===== src/rtl/b64d_pkg.sv =====
// Package for the Base64 stream decoder: item and result types, status codes,
// queue sizing and the alphabet lookup. No dependencies.
`default_nettype none
package b64d_pkg;

    localparam int MAX_RES  = 4;
    localparam int NUM_W    = $clog2(MAX_RES + 1);
    localparam int RQ_DEPTH = 8;
    localparam int RQ_AW    = $clog2(RQ_DEPTH);
    localparam int RQ_CW    = $clog2(RQ_DEPTH + 1);

    localparam logic [7:0] PAD_CHAR = 8'h3D;

    localparam logic [1:0] ST_OK       = 2'd0;
    localparam logic [1:0] ST_BAD_CHAR = 2'd1;
    localparam logic [1:0] ST_BAD_LEN  = 2'd2;
    localparam logic [1:0] ST_OVER     = 2'd3;

    typedef struct packed {
        logic       has_char;
        logic [7:0] char_code;
        logic       end_of_text;
    } t_item;

    typedef struct packed {
        logic        is_data;
        logic [7:0]  data_byte;
        logic        final_mark;
        logic [1:0]  status;
        logic [15:0] byte_count;
    } t_result;

    typedef struct packed {
        t_result [MAX_RES-1:0] res;
        logic [NUM_W-1:0]      num;
    } t_batch;

    typedef struct packed {
        logic [RQ_CW-1:0] count;
        logic [RQ_CW-1:0] free;
    } t_rq_stat;

    // Returns {valid, sextet} for one character of the standard alphabet.
    function automatic logic [6:0] sextet_lookup(input logic [7:0] c);
        logic [6:0] r;
        r = 7'd0;
        if (c >= 8'h41 && c <= 8'h5A) begin
            r = {1'b1, 6'(c - 8'h41)};
        end else if (c >= 8'h61 && c <= 8'h7A) begin
            r = {1'b1, 6'(c - 8'h61 + 8'd26)};
        end else if (c >= 8'h30 && c <= 8'h39) begin
            r = {1'b1, 6'(c - 8'h30 + 8'd52)};
        end else if (c == 8'h2B) begin
            r = {1'b1, 6'd62};
        end else if (c == 8'h2F) begin
            r = {1'b1, 6'd63};
        end
        return r;
    endfunction

    function automatic t_result data_result(input logic [7:0] b);
        t_result r;
        r            = '0;
        r.is_data    = 1'b1;
        r.data_byte  = b;
        return r;
    endfunction

endpackage
`default_nettype wire


===== src/rtl/b64d_ifs.sv =====
// Handshake channel interfaces for the Base64 stream decoder: input items,
// result items and the configuration write channel. No dependencies.
`default_nettype none
interface b64d_in_if;
    logic       valid;
    logic       ready;
    logic       has_char;
    logic [7:0] char_code;
    logic       end_of_text;
    modport source (output valid, has_char, char_code, end_of_text, input ready);
    modport sink (input valid, has_char, char_code, end_of_text, output ready);
endinterface

interface b64d_out_if;
    logic        valid;
    logic        ready;
    logic        is_data;
    logic [7:0]  data_byte;
    logic        final_mark;
    logic [1:0]  status;
    logic [15:0] byte_count;
    modport source (output valid, is_data, data_byte, final_mark, status, byte_count,
                    input ready);
    modport sink (input valid, is_data, data_byte, final_mark, status, byte_count,
                  output ready);
endinterface

interface b64d_cfg_if;
    logic        valid;
    logic        ready;
    logic [15:0] output_limit;
    modport source (output valid, output_limit, input ready);
    modport sink (input valid, output_limit, output ready);
endinterface
`default_nettype wire


===== src/rtl/base64_stream_decoder.sv =====
// Base64 stream decoder top level: input register, decode stage, result
// queue and the output limit register. Depends on b64d_pkg, b64d_ifs,
// b64d_core and b64d_rq.
//
// The block takes one item per cycle on i_in while i_in.ready is high: a
// character, an end-only item, or a character with end_of_text set. Each
// complete quad gives three data results unless a bad character was seen in
// the text; the item that ends the text gives any pad bytes and then one end
// result carrying status and byte count. Results leave on o_out one per cycle
// while o_out.ready is high.
// Throughput: one item per cycle, set by the single decode stage; an item
// waits in the input register and is decoded into the result queue only
// while the eight-entry queue has room for four results. When the receiver
// stalls, results collect in the queue and i_in.ready drops once the input
// register holds an item that cannot be decoded. i_cfg writes output_limit;
// it is always ready and should be written only while the block is idle.
// Reset (synchronous, active low) clears the stream state and the queue and
// sets output_limit to 65535.
`default_nettype none
module base64_stream_decoder (
    input  logic              i_clk,
    input  logic              i_rst_n,
    b64d_in_if.sink           i_in,
    b64d_out_if.source        o_out,
    b64d_cfg_if.sink          i_cfg
);
    import b64d_pkg::*;

    logic        r_in_valid;
    t_item       r_item;
    logic [15:0] r_limit;
    logic        proc_fire;
    logic        in_fire;
    t_batch      batch;
    t_result     head;
    t_rq_stat    q_stat;

    assign proc_fire  = r_in_valid && (q_stat.free >= RQ_CW'(MAX_RES));
    assign i_in.ready = !r_in_valid || proc_fire;
    assign in_fire    = i_in.valid && i_in.ready;
    assign i_cfg.ready = 1'b1;

    always_ff @(posedge i_clk) begin
        if (!i_rst_n) begin
            r_in_valid <= 1'b0;
            r_limit    <= 16'hFFFF;
        end else begin
            if (in_fire) begin
                r_in_valid <= 1'b1;
            end else if (proc_fire) begin
                r_in_valid <= 1'b0;
            end
            if (i_cfg.valid) begin
                r_limit <= i_cfg.output_limit;
            end
        end
    end

    always_ff @(posedge i_clk) begin
        if (in_fire) begin
            r_item.has_char    <= i_in.has_char;
            r_item.char_code   <= i_in.char_code;
            r_item.end_of_text <= i_in.end_of_text;
        end
    end

    b64d_core u_core (
        .i_clk   (i_clk),
        .i_rst_n (i_rst_n),
        .i_fire  (proc_fire),
        .i_item  (r_item),
        .i_limit (r_limit),
        .o_batch (batch)
    );

    b64d_rq u_rq (
        .i_clk   (i_clk),
        .i_rst_n (i_rst_n),
        .i_push  (proc_fire),
        .i_batch (batch),
        .i_pop   (o_out.ready),
        .o_head  (head),
        .o_stat  (q_stat)
    );

    assign o_out.valid      = (q_stat.count != RQ_CW'(0));
    assign o_out.is_data    = head.is_data;
    assign o_out.data_byte  = head.data_byte;
    assign o_out.final_mark = head.final_mark;
    assign o_out.status     = head.status;
    assign o_out.byte_count = head.byte_count;

    a_q_bound: assert property (@(posedge i_clk) disable iff (!i_rst_n)
        q_stat.count <= RQ_CW'(RQ_DEPTH))
        else $error("result queue count beyond its depth");

    a_room: assert property (@(posedge i_clk) disable iff (!i_rst_n)
        proc_fire |-> (q_stat.free >= RQ_CW'(MAX_RES)))
        else $error("item decoded without room for its results");

    a_hold: assert property (@(posedge i_clk) disable iff (!i_rst_n)
        (r_in_valid && !proc_fire) |=> r_in_valid)
        else $error("waiting item dropped from the input register");

    a_final: assert property (@(posedge i_clk) disable iff (!i_rst_n)
        (o_out.valid && o_out.final_mark) |-> !o_out.is_data)
        else $error("end result marked as data");

endmodule
`default_nettype wire


===== src/rtl/b64d_core.sv =====
// Decode stage: holds the stream state and turns one registered item into a
// batch of up to four results. Depends on b64d_pkg.
`default_nettype none
module b64d_core (
    input  logic             i_clk,
    input  logic             i_rst_n,
    input  logic             i_fire,
    input  b64d_pkg::t_item  i_item,
    input  logic [15:0]      i_limit,
    output b64d_pkg::t_batch o_batch
);
    import b64d_pkg::*;

    logic [17:0] r_buf, n_buf;
    logic [1:0]  r_qpos, n_qpos;
    logic [1:0]  r_pad_run, n_pad_run;
    logic [1:0]  r_pad_start, n_pad_start;
    logic        r_bad, n_bad;
    logic [15:0] r_count, n_count;

    logic [6:0]  look;
    logic [5:0]  sextet;
    logic [23:0] triple;
    logic [3:0]  add;
    logic [16:0] sum;
    logic [15:0] cnt_sat;
    logic        emit3;
    logic [1:0]  pad_n;
    logic [1:0]  status;
    t_result     end_res;
    t_result     pb0;
    t_result     pb1;

    always_comb begin
        n_buf       = r_buf;
        n_qpos      = r_qpos;
        n_pad_run   = r_pad_run;
        n_pad_start = r_pad_start;
        n_bad       = r_bad;
        add         = 4'd0;
        emit3       = 1'b0;
        pad_n       = 2'd0;
        look        = sextet_lookup(i_item.char_code);
        sextet      = look[6] ? look[5:0] : 6'd0;
        triple      = {r_buf, sextet};

        if (i_item.has_char) begin
            if (i_item.char_code == PAD_CHAR) begin
                if (r_pad_run == 2'd0) begin
                    n_pad_start = r_qpos;
                end
                if (r_pad_run < 2'd2) begin
                    n_pad_run = r_pad_run + 2'd1;
                    if (r_qpos == 2'd3) begin
                        n_qpos = 2'd0;
                    end else begin
                        n_buf  = {r_buf[11:0], 6'd0};
                        n_qpos = r_qpos + 2'd1;
                    end
                end
            end else begin
                if (!look[6]) begin
                    n_bad = 1'b1;
                end
                if (r_pad_run != 2'd0) begin
                    n_bad = 1'b1;
                    if (({1'b0, r_pad_start} + {1'b0, r_pad_run}) >= 3'd4) begin
                        add = add + 4'd3;
                    end
                    n_pad_run   = 2'd0;
                    n_pad_start = 2'd0;
                end
                if (r_qpos == 2'd3) begin
                    add    = add + 4'd3;
                    emit3  = !n_bad;
                    n_qpos = 2'd0;
                end else begin
                    n_buf  = {r_buf[11:0], sextet};
                    n_qpos = r_qpos + 2'd1;
                end
            end
        end

        if (i_item.end_of_text && n_qpos == 2'd0 && n_pad_run != 2'd0
                && n_pad_start >= 2'd2) begin
            add   = add + {2'd0, n_pad_start - 2'd1};
            pad_n = n_bad ? 2'd0 : (n_pad_start - 2'd1);
        end

        sum     = {1'b0, r_count} + {13'd0, add};
        cnt_sat = sum[16] ? 16'hFFFF : sum[15:0];
        n_count = cnt_sat;

        priority if (n_qpos != 2'd0) begin
            status = ST_BAD_LEN;
        end else if (({1'b0, cnt_sat} + 17'd1) > {1'b0, i_limit}) begin
            status = ST_OVER;
        end else if (n_bad) begin
            status = ST_BAD_CHAR;
        end else begin
            status = ST_OK;
        end

        end_res            = '0;
        end_res.final_mark = 1'b1;
        end_res.status     = status;
        end_res.byte_count = cnt_sat;
        pb0                = data_result(n_buf[17:10]);
        pb1                = data_result(n_buf[9:2]);

        o_batch = '0;
        if (emit3) begin
            o_batch.res[0] = data_result(triple[23:16]);
            o_batch.res[1] = data_result(triple[15:8]);
            o_batch.res[2] = data_result(triple[7:0]);
            o_batch.res[3] = end_res;
            o_batch.num    = NUM_W'(3) + NUM_W'(i_item.end_of_text);
        end else begin
            o_batch.res[0] = (pad_n != 2'd0) ? pb0 : end_res;
            o_batch.res[1] = (pad_n == 2'd2) ? pb1 : end_res;
            o_batch.res[2] = end_res;
            o_batch.res[3] = end_res;
            o_batch.num    = NUM_W'(pad_n) + NUM_W'(i_item.end_of_text);
        end

        if (i_item.end_of_text) begin
            n_buf       = '0;
            n_qpos      = 2'd0;
            n_pad_run   = 2'd0;
            n_pad_start = 2'd0;
            n_bad       = 1'b0;
            n_count     = '0;
        end
    end

    always_ff @(posedge i_clk) begin
        if (!i_rst_n) begin
            r_buf       <= '0;
            r_qpos      <= 2'd0;
            r_pad_run   <= 2'd0;
            r_pad_start <= 2'd0;
            r_bad       <= 1'b0;
            r_count     <= '0;
        end else if (i_fire) begin
            r_buf       <= n_buf;
            r_qpos      <= n_qpos;
            r_pad_run   <= n_pad_run;
            r_pad_start <= n_pad_start;
            r_bad       <= n_bad;
            r_count     <= n_count;
        end
    end

endmodule
`default_nettype wire


===== src/rtl/b64d_rq.sv =====
// Result queue: takes a batch of up to four results per cycle and hands them
// out one per cycle in order while i_pop is high. Depends on b64d_pkg.
`default_nettype none
module b64d_rq (
    input  logic               i_clk,
    input  logic               i_rst_n,
    input  logic               i_push,
    input  b64d_pkg::t_batch   i_batch,
    input  logic               i_pop,
    output b64d_pkg::t_result  o_head,
    output b64d_pkg::t_rq_stat o_stat
);
    import b64d_pkg::*;

    t_result [RQ_DEPTH-1:0] r_mem;
    logic [RQ_AW-1:0]       r_wr;
    logic [RQ_AW-1:0]       r_rd;
    logic [RQ_CW-1:0]       r_cnt;
    logic [NUM_W-1:0]       push_n;
    logic                   pop_ok;

    assign push_n = i_push ? i_batch.num : NUM_W'(0);
    assign pop_ok = i_pop && (r_cnt != RQ_CW'(0));

    always_ff @(posedge i_clk) begin
        for (int k = 0; k < MAX_RES; k++) begin
            if (k < int'(push_n)) begin
                r_mem[r_wr + RQ_AW'(k)] <= i_batch.res[k];
            end
        end
    end

    always_ff @(posedge i_clk) begin
        if (!i_rst_n) begin
            r_wr  <= '0;
            r_rd  <= '0;
            r_cnt <= '0;
        end else begin
            r_wr  <= r_wr + RQ_AW'(push_n);
            r_rd  <= r_rd + RQ_AW'(pop_ok);
            r_cnt <= r_cnt + RQ_CW'(push_n) - RQ_CW'(pop_ok);
        end
    end

    assign o_head       = r_mem[r_rd];
    assign o_stat.count = r_cnt;
    assign o_stat.free  = RQ_CW'(RQ_DEPTH) - r_cnt;

endmodule
`default_nettype wire

===== src/flat_wrapper.sv =====
// flat-port wrapper written by rule: the top's interface ports become plain ports
module base64_stream_decoder_flat import b64d_pkg::*;
  (i_clk, i_rst_n, i_in_valid, i_in_has_char, i_in_char_code, i_in_end_of_text, i_in_ready, o_out_valid, o_out_is_data, o_out_data_byte, o_out_final_mark, o_out_status, o_out_byte_count, o_out_ready, i_cfg_valid, i_cfg_output_limit, i_cfg_ready);
  b64d_in_if i_in_i ();
  b64d_out_if o_out_i ();
  b64d_cfg_if i_cfg_i ();
  input  logic i_clk;
  input  logic i_rst_n;
  input wire logic [$bits(i_in_i.valid)-1:0] i_in_valid;
  input wire logic [$bits(i_in_i.has_char)-1:0] i_in_has_char;
  input wire logic [$bits(i_in_i.char_code)-1:0] i_in_char_code;
  input wire logic [$bits(i_in_i.end_of_text)-1:0] i_in_end_of_text;
  output wire logic [$bits(i_in_i.ready)-1:0] i_in_ready;
  output wire logic [$bits(o_out_i.valid)-1:0] o_out_valid;
  output wire logic [$bits(o_out_i.is_data)-1:0] o_out_is_data;
  output wire logic [$bits(o_out_i.data_byte)-1:0] o_out_data_byte;
  output wire logic [$bits(o_out_i.final_mark)-1:0] o_out_final_mark;
  output wire logic [$bits(o_out_i.status)-1:0] o_out_status;
  output wire logic [$bits(o_out_i.byte_count)-1:0] o_out_byte_count;
  input wire logic [$bits(o_out_i.ready)-1:0] o_out_ready;
  input wire logic [$bits(i_cfg_i.valid)-1:0] i_cfg_valid;
  input wire logic [$bits(i_cfg_i.output_limit)-1:0] i_cfg_output_limit;
  output wire logic [$bits(i_cfg_i.ready)-1:0] i_cfg_ready;
  assign i_in_i.valid = i_in_valid;
  assign i_in_i.has_char = i_in_has_char;
  assign i_in_i.char_code = i_in_char_code;
  assign i_in_i.end_of_text = i_in_end_of_text;
  assign i_in_ready = i_in_i.ready;
  assign o_out_valid = o_out_i.valid;
  assign o_out_is_data = o_out_i.is_data;
  assign o_out_data_byte = o_out_i.data_byte;
  assign o_out_final_mark = o_out_i.final_mark;
  assign o_out_status = o_out_i.status;
  assign o_out_byte_count = o_out_i.byte_count;
  assign o_out_i.ready = o_out_ready;
  assign i_cfg_i.valid = i_cfg_valid;
  assign i_cfg_i.output_limit = i_cfg_output_limit;
  assign i_cfg_ready = i_cfg_i.ready;
  base64_stream_decoder u_core (.i_clk(i_clk), .i_rst_n(i_rst_n), .i_in(i_in_i), .o_out(o_out_i), .i_cfg(i_cfg_i));
endmodule

===== config.mk =====
export PLATFORM = sky130hd
export DESIGN_NAME = base64_stream_decoder_flat
export DESIGN_NICKNAME = d
export VERILOG_FILES = /design/src/rtl/b64d_pkg.sv /design/src/rtl/b64d_ifs.sv /design/src/rtl/base64_stream_decoder.sv /design/src/rtl/b64d_core.sv /design/src/rtl/b64d_rq.sv /design/src/flat_wrapper.sv
export SDC_FILE = /design/constraint.sdc
export NUM_CORES = 1
export LEC_CHECK = 0
export ABC_AREA = 1
export BUFFER_PORTS_ARGS = -buffer_cell sky130_fd_sc_hd__buf_4
export CAP_MARGIN = 0
export CORE_AREA = 4 4 315 255
export CTS_CLUSTER_SIZE = 14
export DETAILED_ROUTE_END_ITERATION = 8
export DIE_AREA = 0 0 319 259
export GPL_TIMING_DRIVEN = 0
export SYNTH_ARGS = -nofsm -noshare
export SYNTH_HDL_FRONTEND = slang
export SYNTH_HIERARCHICAL = 1
export SYNTH_SLANG_ARGS = --single-unit

===== constraint.sdc =====
create_clock -name i_clk -period 8.65 [get_ports i_clk]
set_input_delay 0.865 -clock i_clk [delete_from_list [all_inputs] [get_ports i_clk]]
set_output_delay 0.865 -clock i_clk [all_outputs]
set_load 0.02 [all_outputs]

---- Word-level counts from Yosys, hierarchy flattened ----
Index checks and enable logic that the tools add are counted.
W data, S select, Z words.
word-level totals
  register bits ........................... 302
operators by class
  $add $sub $neg .......................... 23
  equal/unequal tests ..................... 8
  order comparisons ....................... 24
  reductions and logical operators ........ 26
  multiplexer cells ....................... 76
operators with widths
  cell                     count
  $bwmux W224              4
  $mux W224                4
  $demux W28 S3            4
  $mux W28                 7
  $mux W18                 6
  $mux W87                 1
  $bmux W28 S3             1
  $mux W2                  21
  $mux W7                  5
  $mux W16                 2
  $eq A8 B6 Y1 const B     3
  $mux W4                  6
  $lt A3 B4 Y1 const B     5
  $add A16 B1 Y17 const B  1
  $add A16 B4 Y17          1
  $gt A17 B16 Y1           1
  $ge A8 B7 Y1 const B     2
  $le A8 B7 Y1 const B     2
  $logic_and A1 B1 Y1      13
  $mux W1                  13
  $ge A3 B1 Y1 const B     4
  $reduce_bool A2 Y1       6
  $sub A6 B6 Y6 const B    2
  $ge A8 B6 Y1 const B     1
  34 further kinds         42

---- Depth between registers and ports, before layout ----
  depth after elaboration ................. 29
  mapped depth ............................ 50

---- Hierarchy ----
Netlist, hierarchy kept.
by module, submodules not included
  module                 cells an instance  times used  sequential area each (sq um)  area an instance (sq um)
  b64d_rq                3137               1           4684.5                        17827.1
  b64d_core              865                1           820.8                         4943.5
  base64_stream_decoder  94                 1           640.6                         1026.0

---- Worst setup path before layout ----
No wires, ideal clock.
  kind .................................... register to register
  start ................................... register u_core/r_item[2] (netlist bit)
  end ..................................... register u_core/u_rq/r_mem[184] (netlist bit)
  arrival time ............................ 6.126 ns
  stages on the path, launching flop included .. 48
  slack ................................... 2.455 ns
  clock period less this slack ............ 6.195 ns
  buffers on the path ..................... 2
  cells stage by stage .................... edfxtp_1 inv_1 ha_1 nand2_1 inv_1 nand2_4 nand2_1 o21ai_0 a21oi_1 inv_1 ha_1 fa_1 inv_1 o21ai_0 inv_1 fa_1 nor2_1 nor2_1 [... 12 more ...] nor2_1 inv_1 nor2_1 nand2_1 nand3_1 nand2_1 nand2_1 nand2_1 nand2_1 nand2_1 nand3_1 nand2_1 nor2_1 clkbuf_1 nand3_1 nand3_1 nand2_1 a21oi_1
RTL lines
  what                            line                         source
  start: declaration              base64_stream_decoder.sv:30  t_item r_item;
  end signal: indexed assignment  b64d_rq.sv:28                r_mem[r_wr + RQ_AW'(k)] <= i_batch.res[k];
  end: declaration                b64d_rq.sv:15                t_result [RQ_DEPTH-1:0] r_mem;

==> results.ini <==
[place]
gp_congestion = 1.01
hpwl_um = 78100
io_buffers = 59
place_inst = 5186
post_dp_cell_area_um2 = 25500

[worst_setup_path]
crit_end = u_core/u_rq/r_mem[184]
r2r_end = u_core/u_rq/r_mem[184]
rrSetupSlack_ns = 0.71
r2r-start = u_core/r_item[2]
worstSetupStartpoint = u_core/r_item[2]
reg2reg_depth = 48
slowest_delay_ns = 0.51
cp-start-kind = register
critPathKind = reg2reg
crit_slowest_cell = edfxtp_1
critPathTopFamily = simple AND/OR/NAND/NOR gates
cp-end-kind = register
cp.buffers_inverters = 11
cp.arrival_ns = 8.44
critPathRequiredTime_ns = 9.15
critical_path_peak_fanout = 10
path_common_cell = nand2_1
cp.depth = 48

[clocking]
cts.reportedPaths.clkPinSlew_ns = 0.06
cts.path.max_buffers = 3
cts_tree = yes
cts-root-buf = clkbuf_16
cts_setup_buffers = 0
clock_sinks = 302
cts_made_buffers = 38
cts-resized-gates = 0
clkLatencyLatePin_ns = 0.58
htree_levels = 2
postCtsHoldBufs = 0

[run]
max_cap_violations = 0

[detailed_routing]
met2_length_um = 41300
met3_length_um = 10700
first_iter_violations = 4018
dr.max_layer_used = met4
final_antenna_net_count = 0
drc_errors = 0
routedWlPerCell_um = 19.0
wl_um = 99900
wl_met1_um = 45400
drt_pass1_iterations = 7
num_vias = 28103
vias_per_cell = 5.35

[floorplanning]
die-area_um2 = 82600
core_um2 = 76900
die_y_um = 259
die_x_um = 319
start_util_pct = 31.0
num_rows = 91
num_io_pins = 62

[pwr]
p_leak_nw = 11.7
ir_drop_uv = 122
power.total_mw = 4.94
power_density_nw_per_um2 = 184

[cells_and_area]
nets = 4288
finalInstanceArea_um2 = 26800
area_growth_pct = 12.6
finalNonFillerCells = 5253
n_antenna_cell = 0
drive_gt1_share_pct = 9.34

[yosys]
yosys_warnings = 6
synth_top_area_share_pct = 24.6
synth_area_leaders = dfxtp_1 (25%), nand2_1 (13%), a21oi_1 (11%)
synth_top_area_cell = dfxtp_1
ys_types = 49
synth_edf_count = 10
synth_most_common_cell = nand2_1
synth-seq-cells = 302
synth_flop_cell = dfxtp_1
synth_common_cells = nand2_1 (845), a21oi_1 (546), nand3_1 (533)
async_flop_share_pct = 0
syn_avg_cell_area_um2 = 5.81
yosysSeqAreaShare_pct = 25.8
synth_cells = 4096
synthesis.area_um2 = 23800

[sta]
tightestPinTransition_ns = 1.18
clock.fmax_mhz = 126
fin_crit_sh_pct = 91.8
fin_skew_ns = 0.0276
maxSlewHeadroom_pct = 21.3
slew_violations = 0
hold_ws_ns = 0.454
rsz0062_at_grt = no
setup_viol = 0
finalCriticalPeriod_ns = 7.94
finalHoldViolations = 0
setup-tns-final_ns = 0

[outcome]
status = complete, no violations

[grt]
grt_max_degree = 12
grt_pass1_wl_um = 152000
grt_pass1_vias = 24764
grt_usage_pct = 23.2
gr-total-overflow = 0
antenna_found_initial = 1

[hold_path]
min_path_type = reg2reg

[power breakdown]
| group | switching [mW] | total (mW) | internal (mW) |
|---|---|---|---|
| sequential | 0.0788 | 1.59 | 1.52 |
| clock | 0.697 | 1.65 | 0.949 |
| combinational | 1.21 | 1.70 | 0.493 |
[stage by stage]
stage / worst slack (ns) / utilization, %
4_1_cts: 0.400 / 34.9
6_report: 0.710 / 34.9
2_1_floorplan: 2.45 / -
5_1_grt: 0.0507 / 34.9
3_3_place_gp: 0.486 / 33.2
3_5_place_dp: 0.429 / 33.2
[cell usage in the layout (no fill, tap or decap), drive strengths merged]
cell type  instances
a211oi             2
a21boi             1
a21o               2
a21oi            548
a31oi             29
and2               1
and3               1
buf              264
bufinv             1
clkbuf           183
clkinv             7
conb              11
dfxtp            292
edfxtp            10
fa                 4
ha                50
inv              462
mux2               2
nand2            879
nand3            556
nand3b             5
nand4             15
nor2             484
nor3              13
o21a               1
o21ai            376
o31ai              2
or2                1
xnor2              6
xor2              22
[per-layer routing]
metal | vias up | track usage [%]
li1 | 13478 | -
met1 | 12994 | 33.9
met2 | 1450 | 34.1
met3 | 181 | 5.52
met4 | 0 | 5.78
met5 | - | 0
[worst min-delay path by stage]
| stage | end | slack, ns | depth (start not counted) | from |
|---|---|---|---|---|
| 6_report | u_core/r_limit[1] | 0.45 | 2 | u_core/r_limit[1] |
| 5_1_grt | u_core/r_item[8] | 0.45 | 1 | i_in_char_code[7] |
| 4_1_cts | u_core/r_item[8] | 0.44 | 1 | i_in_char_code[7] |
| 3_5_place_dp | u_core/r_limit[1] | 0.45 | 2 | u_core/r_limit[1] |
| 3_3_place_gp | u_core/r_limit[13] | 0.44 | 2 | u_core/r_limit[13] |
| 2_1_floorplan | u_core/r_limit[13] | 0.43 | 2 | u_core/r_limit[13] |
[layout make-up]
class | instances | area (um2)
buffer | 329 | 1550
clock buffer | 59 | 1150
clock inverter | 8 | 85.1
fill | 8612 | 50100
inverter | 462 | 1750
multi-input combinational | 3011 | 14400
sequential | 302 | 6150
tap | 1023 | 1280
timing repair buffer | 59 | 443
[worst reg2reg max path, delay by kind of cell (launching register included)]
kind,cells,cell delay [ns]
xor+xnor,1,0.12
buf+inv,11,1.49
flops,1,0.51
compound gates,5,0.81
simple gates,25,2.99
fa+ha+maj,6,1.96
[flip-flops by register name (all words and copies together) (netlist names), 2 cells and up]
name,count
u_core/r_item,10
u_core/r_limit,16
u_core/u_core/r_buf,18
u_core/u_core/r_count,16
u_core/u_core/r_pad_run,2
u_core/u_core/r_pad_start,2
u_core/u_core/r_qpos,2
u_core/u_rq/r_cnt,4
u_core/u_rq/r_mem,224
u_core/u_rq/r_rd,3
u_core/u_rq/r_wr,3
[cell families after synthesis]
kind of cell | count (synthesis) | share of synthesized area [%]
flops | 302 | 25.8
simple gates | 1955 | 35.6
compound gates | 961 | 20.6
other cells | 3 | 0.0473
fa+ha+maj | 54 | 2.97
buf+inv | 791 | 13.9
xor+xnor | 28 | 1.03
mux | 2 | 0.0946
No activity file was read; power rests on OpenSTA's default activity.
